[src/rtl/spq_pkg.sv]
`timescale 1ns / 1ps

package spq_pkg;

	typedef enum logic [2:0] {
		OP_INSERT      = 3'd0,
		OP_POP         = 3'd1,
		OP_LIST_ALL    = 3'd2,
		OP_LIST_SCORE  = 3'd3,
		OP_LIST_GRADE  = 3'd4,
		OP_CLEAR       = 3'd5
	} opcode_t;

	typedef enum logic [2:0] {
		STS_ENTRY    = 3'd0,
		STS_EMPTY    = 3'd1,
		STS_NONE     = 3'd2,
		STS_INSERTED = 3'd3,
		STS_FULL     = 3'd4,
		STS_CLEARED  = 3'd5
	} status_t;

	typedef enum logic [2:0] {
		S_IDLE,
		S_INSERT,
		S_PLACE,
		S_POP,
		S_LIST,
		S_FLUSH
	} state_t;

	typedef struct packed {
		logic [15:0] tag;
		logic [7:0]  grade;
		logic [9:0]  score;
		logic [7:0]  key;
	} entry_t;

	typedef struct packed {
		status_t status;
		entry_t  ent;
		logic    last;
	} result_t;

	localparam int EntryWidth = $bits(entry_t);

endpackage

[src/rtl/spq_ram.sv]
`timescale 1ns / 1ps

module spq_ram #(
	parameter int WIDTH = 8,
	parameter int DEPTH = 16
) (
	input  logic                     clk,
	input  logic                     we,
	input  logic [$clog2(DEPTH)-1:0] waddr,
	input  logic [WIDTH-1:0]         wdata,
	input  logic [$clog2(DEPTH)-1:0] raddr,
	output logic [WIDTH-1:0]         rdata
);

	logic [WIDTH-1:0] mem [DEPTH];

	always_ff @(posedge clk) begin
		if (we) begin
			mem[waddr] <= wdata;
		end
		rdata <= mem[raddr];
	end

endmodule

[src/rtl/stable_priority_queue_with_filters.sv]
`timescale 1ns / 1ps
// Clear, full and empty answers come in the cycle after start; unused opcodes
// are dropped with no answer and never raise busy. Insert into an empty queue answers in
// the cycle after start, else the tail walk shifts one entry per cycle through the
// single entry RAM until the new entry's place is found. Pop answers after its S_POP state.
// Lists stream only hits, at most one per cycle. Busy holds the next request off for as long as the answer takes.
// Reset (arst_n low) empties the queue at once; results strobe out_valid, never stalled.

module stable_priority_queue_with_filters #(
	parameter int QUEUE_DEPTH = 16
) (
	input  logic        clk,
	input  logic        arst_n,
	input  logic        start,
	output logic        busy,
	input  logic [2:0]  opcode,
	input  logic [15:0] tag,
	input  logic [7:0]  grade,
	input  logic [9:0]  score,
	input  logic [7:0]  priority_req,
	output logic        out_valid,
	output logic [2:0]  status,
	output logic [15:0] out_tag,
	output logic [7:0]  out_grade,
	output logic [9:0]  out_score,
	output logic [7:0]  out_priority,
	output logic        last
);

	localparam int AW = $clog2(QUEUE_DEPTH);
	localparam int CW = $clog2(QUEUE_DEPTH + 1);

	// Map a position in queue order onto a RAM slot: the queue lives in a
	// ring that starts at head, so pop only moves the head.
	function automatic logic [AW-1:0] slot(input logic [AW-1:0] h, input logic [CW-1:0] l);
		logic [CW:0] s;
		s = (CW+1)'(h) + (CW+1)'(l);
		if (s >= (CW+1)'(QUEUE_DEPTH)) begin
			s = s - (CW+1)'(QUEUE_DEPTH);
		end
		return s[AW-1:0];
	endfunction

	spq_pkg::state_t  state_q, state_d;
	logic [AW-1:0]    head_q, head_d;
	logic [CW-1:0]    count_q, count_d;
	logic [CW-1:0]    idx_q, idx_d;
	spq_pkg::opcode_t op_q;
	spq_pkg::entry_t  req_q;      // request fields held for the walk
	spq_pkg::entry_t  pend_q, pend_d;
	logic             pend_valid_q, pend_valid_d;
	spq_pkg::result_t res_q, res_d;
	logic             res_valid_q, res_valid_d;

	logic             ram_we;
	logic [AW-1:0]    ram_waddr, ram_raddr;
	spq_pkg::entry_t  ram_wdata, rd_ent;
	logic [spq_pkg::EntryWidth-1:0] ram_rdata;

	spq_pkg::opcode_t op_in;
	spq_pkg::entry_t  new_in;
	logic             accept;
	logic             is_full, is_empty, at_tail;
	logic             shift, hit;

	assign op_in  = spq_pkg::opcode_t'(opcode);
	assign new_in = '{tag: tag, grade: grade, score: score, key: priority_req};
	assign accept = start && (state_q == spq_pkg::S_IDLE);
	assign busy   = (state_q != spq_pkg::S_IDLE);

	assign rd_ent   = spq_pkg::entry_t'(ram_rdata);
	assign is_full  = (count_q == CW'(QUEUE_DEPTH));
	assign is_empty = (count_q == '0);
	assign at_tail  = (idx_q == count_q - CW'(1));

	// Move the walked entry down while its key is strictly below the new key;
	// equal keys stay ahead, which keeps arrival order.
	assign shift = (rd_ent.key < req_q.key);

	always_comb begin
		unique case (op_q)
			spq_pkg::OP_LIST_SCORE: hit = (rd_ent.score >= req_q.score);
			spq_pkg::OP_LIST_GRADE: hit = (rd_ent.grade <= req_q.grade);
			default:                hit = 1'b1;
		endcase
	end

	spq_ram #(
		.WIDTH(spq_pkg::EntryWidth),
		.DEPTH(QUEUE_DEPTH)
	) u_ram (
		.clk  (clk),
		.we   (ram_we),
		.waddr(ram_waddr),
		.wdata(ram_wdata),
		.raddr(ram_raddr),
		.rdata(ram_rdata)
	);

	// Next state
	always_comb begin
		state_d = state_q;
		unique case (state_q)
			spq_pkg::S_IDLE: begin
				if (start) begin
					unique case (op_in)
						spq_pkg::OP_INSERT: begin
							if (!is_full && !is_empty) state_d = spq_pkg::S_INSERT;
						end
						spq_pkg::OP_POP: begin
							if (!is_empty) state_d = spq_pkg::S_POP;
						end
						spq_pkg::OP_LIST_ALL, spq_pkg::OP_LIST_SCORE,
						spq_pkg::OP_LIST_GRADE: begin
							if (!is_empty) state_d = spq_pkg::S_LIST;
						end
						default: state_d = spq_pkg::S_IDLE;
					endcase
				end
			end
			spq_pkg::S_INSERT: begin
				if (!shift) state_d = spq_pkg::S_IDLE;
				else if (idx_q == '0) state_d = spq_pkg::S_PLACE;
			end
			spq_pkg::S_PLACE: state_d = spq_pkg::S_IDLE;
			spq_pkg::S_POP:   state_d = spq_pkg::S_IDLE;
			spq_pkg::S_LIST: begin
				if (at_tail) state_d = spq_pkg::S_FLUSH;
			end
			spq_pkg::S_FLUSH: state_d = spq_pkg::S_IDLE;
			default:          state_d = spq_pkg::S_IDLE;
		endcase
	end

	// Datapath, RAM access and result
	always_comb begin
		head_d       = head_q;
		count_d      = count_q;
		idx_d        = idx_q;
		pend_d       = pend_q;
		pend_valid_d = pend_valid_q;
		ram_we       = 1'b0;
		ram_waddr    = slot(head_q, '0);
		ram_wdata    = req_q;
		ram_raddr    = slot(head_q, '0);
		res_valid_d  = 1'b0;
		res_d        = '{status: spq_pkg::STS_ENTRY, ent: '0, last: 1'b1};

		unique case (state_q)
			spq_pkg::S_IDLE: begin
				if (start) begin
					unique case (op_in)
						spq_pkg::OP_INSERT: begin
							if (is_full) begin
								res_valid_d  = 1'b1;
								res_d.status = spq_pkg::STS_FULL;
							end else if (is_empty) begin
								// empty queue: place directly at head
								ram_we       = 1'b1;
								ram_wdata    = new_in;
								count_d      = count_q + CW'(1);
								res_valid_d  = 1'b1;
								res_d.status = spq_pkg::STS_INSERTED;
							end else begin
								// start the walk at the tail
								idx_d     = count_q - CW'(1);
								ram_raddr = slot(head_q, count_q - CW'(1));
							end
						end
						spq_pkg::OP_POP: begin
							if (is_empty) begin
								res_valid_d  = 1'b1;
								res_d.status = spq_pkg::STS_EMPTY;
							end
						end
						spq_pkg::OP_LIST_ALL, spq_pkg::OP_LIST_SCORE,
						spq_pkg::OP_LIST_GRADE: begin
							if (is_empty) begin
								res_valid_d  = 1'b1;
								res_d.status = spq_pkg::STS_EMPTY;
							end else begin
								idx_d        = '0;
								pend_valid_d = 1'b0;
							end
						end
						spq_pkg::OP_CLEAR: begin
							count_d      = '0;
							head_d       = '0;
							res_valid_d  = 1'b1;
							res_d.status = spq_pkg::STS_CLEARED;
						end
						default: begin
							// unused opcodes: drop silently
						end
					endcase
				end
			end
			spq_pkg::S_INSERT: begin
				ram_we    = 1'b1;
				ram_waddr = slot(head_q, idx_q + CW'(1));
				if (shift) begin
					ram_wdata = rd_ent;
					if (idx_q != '0) begin
						idx_d     = idx_q - CW'(1);
						ram_raddr = slot(head_q, idx_q - CW'(1));
					end
				end else begin
					ram_wdata    = req_q;
					count_d      = count_q + CW'(1);
					res_valid_d  = 1'b1;
					res_d.status = spq_pkg::STS_INSERTED;
				end
			end
			spq_pkg::S_PLACE: begin
				ram_we       = 1'b1;
				ram_wdata    = req_q;
				count_d      = count_q + CW'(1);
				res_valid_d  = 1'b1;
				res_d.status = spq_pkg::STS_INSERTED;
			end
			spq_pkg::S_POP: begin
				res_valid_d = 1'b1;
				res_d.ent   = rd_ent;
				head_d      = slot(head_q, CW'(1));
				count_d     = count_q - CW'(1);
			end
			spq_pkg::S_LIST: begin
				// hold one hit back so the final one can carry last
				if (hit) begin
					if (pend_valid_q) begin
						res_valid_d = 1'b1;
						res_d.ent   = pend_q;
						res_d.last  = 1'b0;
					end
					pend_d       = rd_ent;
					pend_valid_d = 1'b1;
				end
				if (!at_tail) begin
					idx_d     = idx_q + CW'(1);
					ram_raddr = slot(head_q, idx_q + CW'(1));
				end
			end
			spq_pkg::S_FLUSH: begin
				res_valid_d = 1'b1;
				if (pend_valid_q) begin
					res_d.ent = pend_q;
				end else begin
					res_d.status = spq_pkg::STS_NONE;
				end
			end
			default: begin
			end
		endcase
	end

	always_ff @(posedge clk or negedge arst_n) begin
		if (!arst_n) begin
			state_q      <= spq_pkg::S_IDLE;
			head_q       <= '0;
			count_q      <= '0;
			idx_q        <= '0;
			pend_valid_q <= 1'b0;
			res_valid_q  <= 1'b0;
		end else begin
			state_q      <= state_d;
			head_q       <= head_d;
			count_q      <= count_d;
			idx_q        <= idx_d;
			pend_valid_q <= pend_valid_d;
			res_valid_q  <= res_valid_d;
		end
	end

	always_ff @(posedge clk) begin
		if (accept) begin
			op_q  <= op_in;
			req_q <= new_in;
		end
		pend_q <= pend_d;
		res_q  <= res_d;
	end

	assign out_valid    = res_valid_q;
	assign status       = res_q.status;
	assign out_tag      = res_q.ent.tag;
	assign out_grade    = res_q.ent.grade;
	assign out_score    = res_q.ent.score;
	assign out_priority = res_q.ent.key;
	assign last         = res_q.last;

endmodule

[config.mk]
export PLATFORM = sky130hd
export DESIGN_NAME = stable_priority_queue_with_filters
export DESIGN_NICKNAME = d
export VERILOG_FILES = /design/src/rtl/spq_pkg.sv /design/src/rtl/spq_ram.sv /design/src/rtl/stable_priority_queue_with_filters.sv
export SDC_FILE = /design/constraint.sdc
export NUM_CORES = 1
export LEC_CHECK = 0
export BUFFER_PORTS_ARGS = -buffer_cell sky130_fd_sc_hd__buf_2
export CAP_MARGIN = 5
export CELL_PAD_IN_SITES_DETAIL_PLACEMENT = 1
export CELL_PAD_IN_SITES_GLOBAL_PLACEMENT = 1
export CORE_MARGIN = 1
export CORE_UTILIZATION = 25
export CTS_BUF_LIST = sky130_fd_sc_hd__clkbuf_4 sky130_fd_sc_hd__clkbuf_8
export DETAILED_ROUTE_END_ITERATION = 7
export PLACE_DENSITY = 0.47
export REMOVE_ABC_BUFFERS = 1
export SLEW_MARGIN = 15
export SYNTH_ARGS = -nofsm -noshare
export SYNTH_HDL_FRONTEND = slang
export SYNTH_SLANG_ARGS = --single-unit
[constraint.sdc]
create_clock -name clk -period 17.9 [get_ports clk]
set_input_delay 1.79 -clock clk [delete_from_list [all_inputs] [get_ports clk]]
set_output_delay 1.79 -clock clk [all_outputs]
set_load 0.01 [all_outputs]
# Word-level counts from Yosys, hierarchy flattened
# Memories as Yosys holds them, arrays and structs flattened. A register that Yosys moved wholly into a read port is not among the register bits.
# Cells that the tools add are included.
# W data, S select, Z words.
[word_totals]
elab_cells = 179
output_inout_bits = 48
mem_bits_rw = 672
ff_bits = 152
memories = 1
[mem_list]
columns = ["memory", "depth", "width", "read_ports", "rd_clocked_by_memory_dff", "write_ports", "line", "text"]
rows = [
  ["u_ram.mem", 16, 42, 1, 1, 1, "spq_ram.sv:15", "logic [WIDTH-1:0] mem [DEPTH];"],
]
[classes]
n_reduce_logical = 24
order_cmp = 8
eq_ne = 33
add_sub_neg = 13
mux = 79
[ops]
columns = ["op", "count"]
rows = [
  ["$mux W42", 6],
  ["$pmux W42 S3", 1],
  ["$mux W43", 2],
  ["$pmux W42 S2", 1],
  ["$mux W4", 15],
  ["$mux W5", 11],
  ["$mux W3", 9],
  ["$pmux W3 S3", 3],
  ["$ne A3 B3 Y1 const B", 7],
  ["$pmux W5 S2", 2],
  ["$pmux W5 S4", 1],
  ["$sub A4 B1 Y4 const B", 5],
  ["$add A4 B5 Y6", 3],
  ["$ge A6 B5 Y1 const B", 3],
  ["$mux W1", 16],
  ["$ne A2 B2 Y1 const B", 8],
  ["$eq A3 B2 Y1 const B", 5],
  ["$eq A3 B3 Y1 const B", 5],
  ["$pmux W5 S3", 1],
  ["$pmux W3 S4", 1],
  ["$pmux W4 S3", 1],
  ["$reduce_and A6 Y1", 2],
  ["$add A5 B1 Y5 const B", 2],
  ["$ge A10 B10 Y1", 1],
  ["other kinds (31)", 46],
]

# Longest topological paths before layout
# Gate-level depths: netlist of the first run.
[depth]
word_depth = 9
ltp_mapped = 18
depth_no_buf = 14

# By module
# From an unflattened synthesis of the first run, not the netlist that was laid out.
[unflattened]
hier_cells = 1830
area_unflattened_um2 = 33796.2
[by_module_without_submodules]
columns = ["mod", "cells_each", "area_per_inst_um2", "seq_area_each_um2", "instances"]
rows = [
  ["spq_ram", 1092, 26057.5, 21020.2, 1],
  ["stable_priority_queue_with_filters", 738, 7738.7, 4008.8, 1],
]

# Worst setup path before layout of the first run
# Ideal clock, no wire load.
[synth_path]
path_kind = "input to register"
startpoint = "input port start"
endpoint = "memory u_ram.mem[11][0] in the netlist's numbering (enable)"
required_time_ns = 17.459
setup_time_ns = 0.441
cell_stages = 7
path_buffers = 0
arrival_ns = 7.217
setup_slack_ns = 10.241
cell_sequence = "nor4b_2 nand2_1 nor2_1 nand2_1 o21ai_0 nand2_1 nor2_1"
[synth_between]
elab_chain_cells = 4
[synth_lines]
columns = ["item", "line", "text"]
rows = [
  ["start: declaration", "stable_priority_queue_with_filters.sv:14", "input logic start,"],
  ["$mux W1", "stable_priority_queue_with_filters.sv:151", "if (start) begin"],
  ["$pmux W1 S2", "stable_priority_queue_with_filters.sv:149", "unique case (state_q)"],
  ["$mux W1", "spq_ram.sv:18", "if (we) begin"],
  ["$mux W1 (not written as such)", "spq_ram.sv:19", "mem[waddr] <= wdata;"],
  ["end: declaration", "spq_ram.sv:15", ""],
]
# Every way passes these cells.

# Worst setup path in the final report of the first run
[layout_path]
startpoint = "register u_ram.rdata[2], read port of u_ram.mem"
endpoint = "register u_ram.rdata[27], read port of u_ram.mem"
[layout_between]
elab_chain_cells = 3
[layout_lines]
columns = ["item", "line", "text"]
rows = [
  ["start: declaration", "spq_ram.sv:12", "output logic [WIDTH-1:0] rdata"],
  ["$lt A8 B8 Y1", "stable_priority_queue_with_filters.sv:78", "assign shift = (rd_ent.key < req_q.key);"],
  ["$mux W4", "stable_priority_queue_with_filters.sv:201", "if (shift) begin"],
  ["$pmux W4 S3", "stable_priority_queue_with_filters.sv:149", ""],
]
# Every way passes these cells.
# A chain may end at the register's enable or synchronous reset.

==> flow_summary.toml, run 1 <==
[floorplan]
die-area_um2 = 155000
io_pins = 96
core-area_um2 = 152100
chipHeight_um = 393.8
die_width_um = 393.8
rows = 143
start_util_pct = 25.23

[sta]
hold_slack_ns = 0.4548
hold_violations = 0
slew_viol_final = 87
relSlewSlack_pct = -8.048
max_freq_ghz = 0.1651
rsz0062_at_grt = "false"
finalCritPeriodShare_pct = 33.83
min_period_ns = 6.055
tightest_slew_ns = 1.621
setup_viol_count_final = 0
skew_ns = 0.06506
finalSetupTns_ns = 0

[placement]
port_buffers = 95
gp_congestion = 0.7760
hpwl_um = 71450
placed_area_um2 = 40840
placed_cells = 4863

[clock_network]
ctsResizeCount = 0
clk-insertion-delay-late_ns = 0.90
clock-root-buffer = "clkbuf_8"
post-cts-setup-buffer-count = 0
cts_hold_buf = 0
cts.clk_slew.worst_paths_ns = 0.06
tritoncts = "built"
cts_sinks = 866
clockBufferDepth = 3
h-tree-depth = 4
cts_made_buffers = 162

[critical_path]
crit_slowest_cell = "buf_4"
arrival_ns = 6.89
path_max_fanout = 74
crit_chain = "ha_1 -> a211oi_1 -> o21ai_1 -> a211oi_1 -> a31oi_1 -> nand2_1 -> o21a_4 -> buf_4 -> buf_4 -> buf_4 -> a211oi_1 -> a211o_1 -> a41oi_1 -> or3_1"
crit_required_ns = 18.73
worstRegToRegCells = 14
max_stage_delay_ns = 0.90
crit_path_start_kind = "flop"
criticalPathCategory = "flop to flop"
end_kind = "flop"

[yosys]
ys_ff_latch = 866
yosysUniqueCellTypes = 68
ys_async_sr_fraction_pct = 2.194
netlist_instances = 2954
synth_edf_count = 759
syn_area_um2 = 38370
synth_ff_type = "edfxtp_1"
avgSynthCellArea_um2 = 12.99
synth-warning-count = 0
yosysSeqAreaShare_pct = 65.23

[run_status]
status = "finished with violations"
violations = "max-slew violations"

[worst_hold_path]
min_path_cells = 1
hp-class = "flop to flop"

[global_routing]
gr-total-overflow = 0
antenna_found_initial = 6
grt_pass1_wl_um = 209900
grt_use_total_pct = 18.29
grt_pass1_vias = 30340
grt_max_degree = 201

[route]
dr.pass1.iters = 5
wirelength_um = 145500
dr.first_iter.drc_count = 2193
vias_per_cell = 5.463
wl_per_cell_um = 28.14
antenna_left = 0
drc_errors = 0
vias = 28250

[pwr]
powerDensity_nw_per_um2 = 230.7
leakage_nw = 14.61
ir_worst_vdd_uv = 249.7

[final_layout]
final_nets = 3087
fin_area_um2 = 44180
final_cells = 5170
area_delta_synth_final_pct = 15.16
mostFrequentLayoutCells = "759 x edfxtp_1, 282 x nor2_1, 252 x a211o_1"
final_common_cell = "edfxtp_1"
drive_above_1_share_pct = 16.01

[job]
drv_cap = 0
-- critical path: cells and delay by family (launching register included) --
family                   cells  cell delay [ns]
adder cells (fa/ha/maj)      1             0.31
flip-flops                   1             0.50
buffers and inverters        3             2.33
AND/OR/NAND/NOR              2             0.32
AO/OA/AOI/OAI                8             2.42
-- area by class of cell --
| type | count | area (µm²) |
|---|---|---|
| fill | 16390 | 107900 |
| sequential | 866 | 25030 |
| multi-input combinational | 1776 | 12210 |
| clock buffer | 242 | 2937 |
| tap | 2030 | 2540 |
| timing repair buffer | 147 | 890.9 |
| clock inverter | 60 | 396.6 |
| inverter | 44 | 165.2 |
| antenna | 5 | 12.51 |
-- synthesized netlist by cell type, types with 43 or more instances --
master      n  share of area (%)
a211o_1   252                5.8
a211oi_1   89                1.7
a221oi_1  135                3.1
a22o_1     44                1.0
a22oi_1    44               0.86
a31oi_1   175                2.9
a41oi_1    43               0.98
buf_2      70               0.91
clkbuf_1  166                1.6
dfxtp_1    88                4.6
edfxtp_1  759                 59
inv_1      44               0.43
nand2_1   132                1.3
nand3_1    98                1.3
nand4_1    87                1.4
nor2_1    304                3.0
o22ai_1    90                1.5
or3_1      46               0.75
-- cells by family (layout without fill, tap and decap cells) --
| family | count (synthesis) | in the layout | synth area share [%] |
|---|---|---|---|
| buf+inv | 312 | 493 | 3.568 |
| fa+ha+maj | 43 | 43 | 1.454 |
| mux | 2 | 2 | 0.05544 |
| simple gates | 714 | 714 | 8.567 |
| xor+xnor | 22 | 22 | 0.5218 |
| other cells | 0 | 5 | 0 |
| flops | 866 | 866 | 65.23 |
| compound gates | 995 | 995 | 20.60 |
-- routing by layer --
layer | share of wire [%] | GRT usage (%) | wire length (µm)
met2 | 47 | 30.12 | 68630
met3 | 5.0 | 3.117 | 7217
met4 | 3.1 | 6.837 | 4466
met5 | 0.0089 | 0 | 13
met1 | 45 | 23.97 | 65170
-- final timing paths --
check	from	to	slack (ns)
max	u_ram.rdata[2]	u_ram.rdata[27]	11.84
min	pend_q[20]	out_grade[2]	0.45
max reg2reg	u_ram.rdata[2]	u_ram.rdata[27]	11.84
min reg2reg	pend_q[20]	out_grade[2]	0.45
max in group asynchronous	arst_n	idx_q[2]	16.64
min in group asynchronous	arst_n	head_q[1]	0.90
-- sequential cells by signal, indices dropped and copies added, names as in the netlist, 3 cells and up --
register	count
out_priority	8
out_score	10
op_q	3
state_q	3
out_tag	16
out_grade	8
u_ram.rdata	42
idx_q	5
req_q	42
head_q	4
count_q	5
pend_q	42
u_ram.mem	672
status	3
-- where the power goes --
group / internal (mW) / leakage (nW) / switching [mW]
Combinational: 1.56 / 5.02 / 3.70
Sequential: 2.75 / 7.84 / 0.201
Clock: 1.07 / 1.75 / 0.905
Total: 5.39 / 14.6 / 4.81
-- metrics by stage --
stage	power, mW	worst slack, ns	utilization, %
after CTS	10.28	11.89	29.04
final	10.19	11.84	29.05
after global routing	10.78	11.61	29.05
after floorplan	6.445	4.171	-
after global placement	8.126	11.41	26.85
after detailed placement	8.238	11.31	26.85
Power figures use the tool's default switching activity.
==> inputs of run 2 (changes only) <==
PLACE_DENSITY = 0.49   (was 0.47)
clock period = 5.5 ns   (was 17.9 ns; I/O delays follow)
==> run 2 against run 1 <==
The run now ends clean; non-clock buffer count grew 76; utilization increased by 0.83 points; critical endpoint is now u_ram.rdata[39]; first-iteration DRC count down 1.7%; worst setup slack got worse by 11 ns; wire length fell by 0.20%; critical path depth unchanged; sequential share of layout area fell by 1.6 points; sequential power rose to 3.3 times the previous value; die area unchanged.
==> flow_summary.toml, run 2 (synthesized netlist as in run 1, its figures left out) <==
[final_layout]
final_common_cell = "edfxtp_1"
mostFrequentLayoutCells = "759 x edfxtp_1, 282 x nor2_1, 252 x a211o_1"
regMostFlops = "u_ram.mem"
largest_reg_flops = 672
fin_area_um2 = 45440
area_delta_synth_final_pct = 18.43
final_nets = 3162
drive_above_1_share_pct = 16.92

[critical_path]
r2r_slack_ns = 0.58
crit_path_start_kind = "flop"
criticalPathCategory = "flop to flop"
arrival_ns = 5.72
crit_required_ns = 6.31
end_kind = "flop"
path_max_fanout = 24

[sta]
min_period_ns = 4.916
tightest_slew_ns = 1.236
finalCritPeriodShare_pct = 89.37
skew_ns = 0.05997
max_freq_ghz = 0.2034
hold_violations = 0
rsz0062_at_grt = "false"
slew_viol_final = 0
finalSetupTns_ns = 0
setup_viol_count_final = 0
relSlewSlack_pct = 16.99

[run_status]
status = "complete, no violations"

[global_routing]
grt_max_degree = 152
grt_pass1_vias = 29530
gr-total-overflow = 0
antenna_found_initial = 2
grt_use_total_pct = 18.34
grt_pass1_wl_um = 210500

[route]
dr.pass1.iters = 5
drc_errors = 0
vias = 28220
wirelength_um = 145200
antenna_left = 0
dr.first_iter.drc_count = 2156
wl_per_cell_um = 27.71
vias_per_cell = 5.384

[pwr]
ir_worst_vdd_uv = 766.4
power_mw = 34.05
powerDensity_nw_per_um2 = 749.3
leakage_nw = 15.15

[clock_network]
cts.clk_slew.worst_paths_ns = 0.06
cts_made_buffers = 161
tritoncts = "built"
ctsResizeCount = 0
cts_sinks = 866
clockBufferDepth = 3
clk-insertion-delay-late_ns = 0.91
clock-root-buffer = "clkbuf_8"
h-tree-depth = 4

[floorplan]
die_width_um = 393.8
start_util_pct = 25.23
die-area_um2 = 155000
io_pins = 96
rows = 143
core-area_um2 = 152100
chipHeight_um = 393.8

[worst_hold_path]
hp-class = "input pin to asynchronous set/reset pin"

[placement]
hpwl_um = 77300
placed_area_um2 = 41560
gp_congestion = 0.7619
port_buffers = 95

[job]
drv_cap = 0
## run 2: changes by cell type in the layout (fill, tap and decap cells not counted), sizes merged
cell         change
inv              -1
bufinv           +2
buf             +30
clkbuf          +11
clkinv          -13
dlygate4sd3     +46
diode            -4
## run 2: layer usage
metal | routed length [µm] | track usage [%] | share of wire (%) | vias to the layer above
li1 | - | - | - | 12290
met1 | 68580 | 25.53 | 47 | 14890
met2 | 66990 | 29.13 | 46 | 801
met3 | 6376 | 3.150 | 4.4 | 236
met4 | 3238 | 5.239 | 2.2 | 2
met5 | 13 | 0 | 0.0090 | -
## run 2: what timing repair did
action                     4_1_cts  5_1_grt
hold endpoints to repair        67        0
hold buffers                    46        0
buffers inserted                 0        0
setup endpoints to repair        0        0
## run 2: stage by stage
stage                     setup slack, ns  instances  utilization (%)  hold slack (ns)
after floorplan                    -8.229       2686                -           0.2544
after global placement             0.7900       4892            27.31           0.4429
after detailed placement           0.7098       4893            27.33           0.4435
after CTS                          0.6849       5240            29.88          0.06368
after global routing               0.4114       5241            29.88           0.1664
final                              0.5844       5241            29.88           0.1624
## run 2: final timing paths
check,startpoint,endpoint,depth (start not counted)
max,req_q[2],u_ram.rdata[39],14
max reg2reg,req_q[2],u_ram.rdata[39],14
min,arst_n,count_q[0],2
min reg2reg,pend_q[26],out_tag[0],1
max in group asynchronous,arst_n,head_q[2],2
min in group clk,start,state_q[2],4
## run 2: layout make-up
| cell class | instances | area [µm²] |
|---|---|---|
| fill | 16400 | 106600 |
| sequential | 866 | 25030 |
| multi-input combinational | 1776 | 12230 |
| clock buffer | 253 | 3082 |
| tap | 2030 | 2540 |
| timing repair buffer | 223 | 2052 |
| clock inverter | 48 | 337.8 |
| inverter | 44 | 165.2 |
| antenna | 1 | 2.502 |
## run 2: power by group
part           internal [mW]  switching [mW]
clock network           3.71            2.93
logic                   5.64            12.2
registers               8.95           0.650
total                   18.3            15.7
## run 2: critical path, cell delays in order, from the launching register on
cell,delay [ns]
edfxtp_1,0.35
inv_1,0.05
ha_1,0.31
a211oi_1,0.21
o21ai_1,0.22
a211o_1,0.35
buf_4,0.18
o21ai_1,0.32
a31oi_1,0.14
nor3_1,1.01
nand2_4,0.68
buf_12,0.40
a211o_1,0.26
a41oi_1,0.20
or3_1,0.13
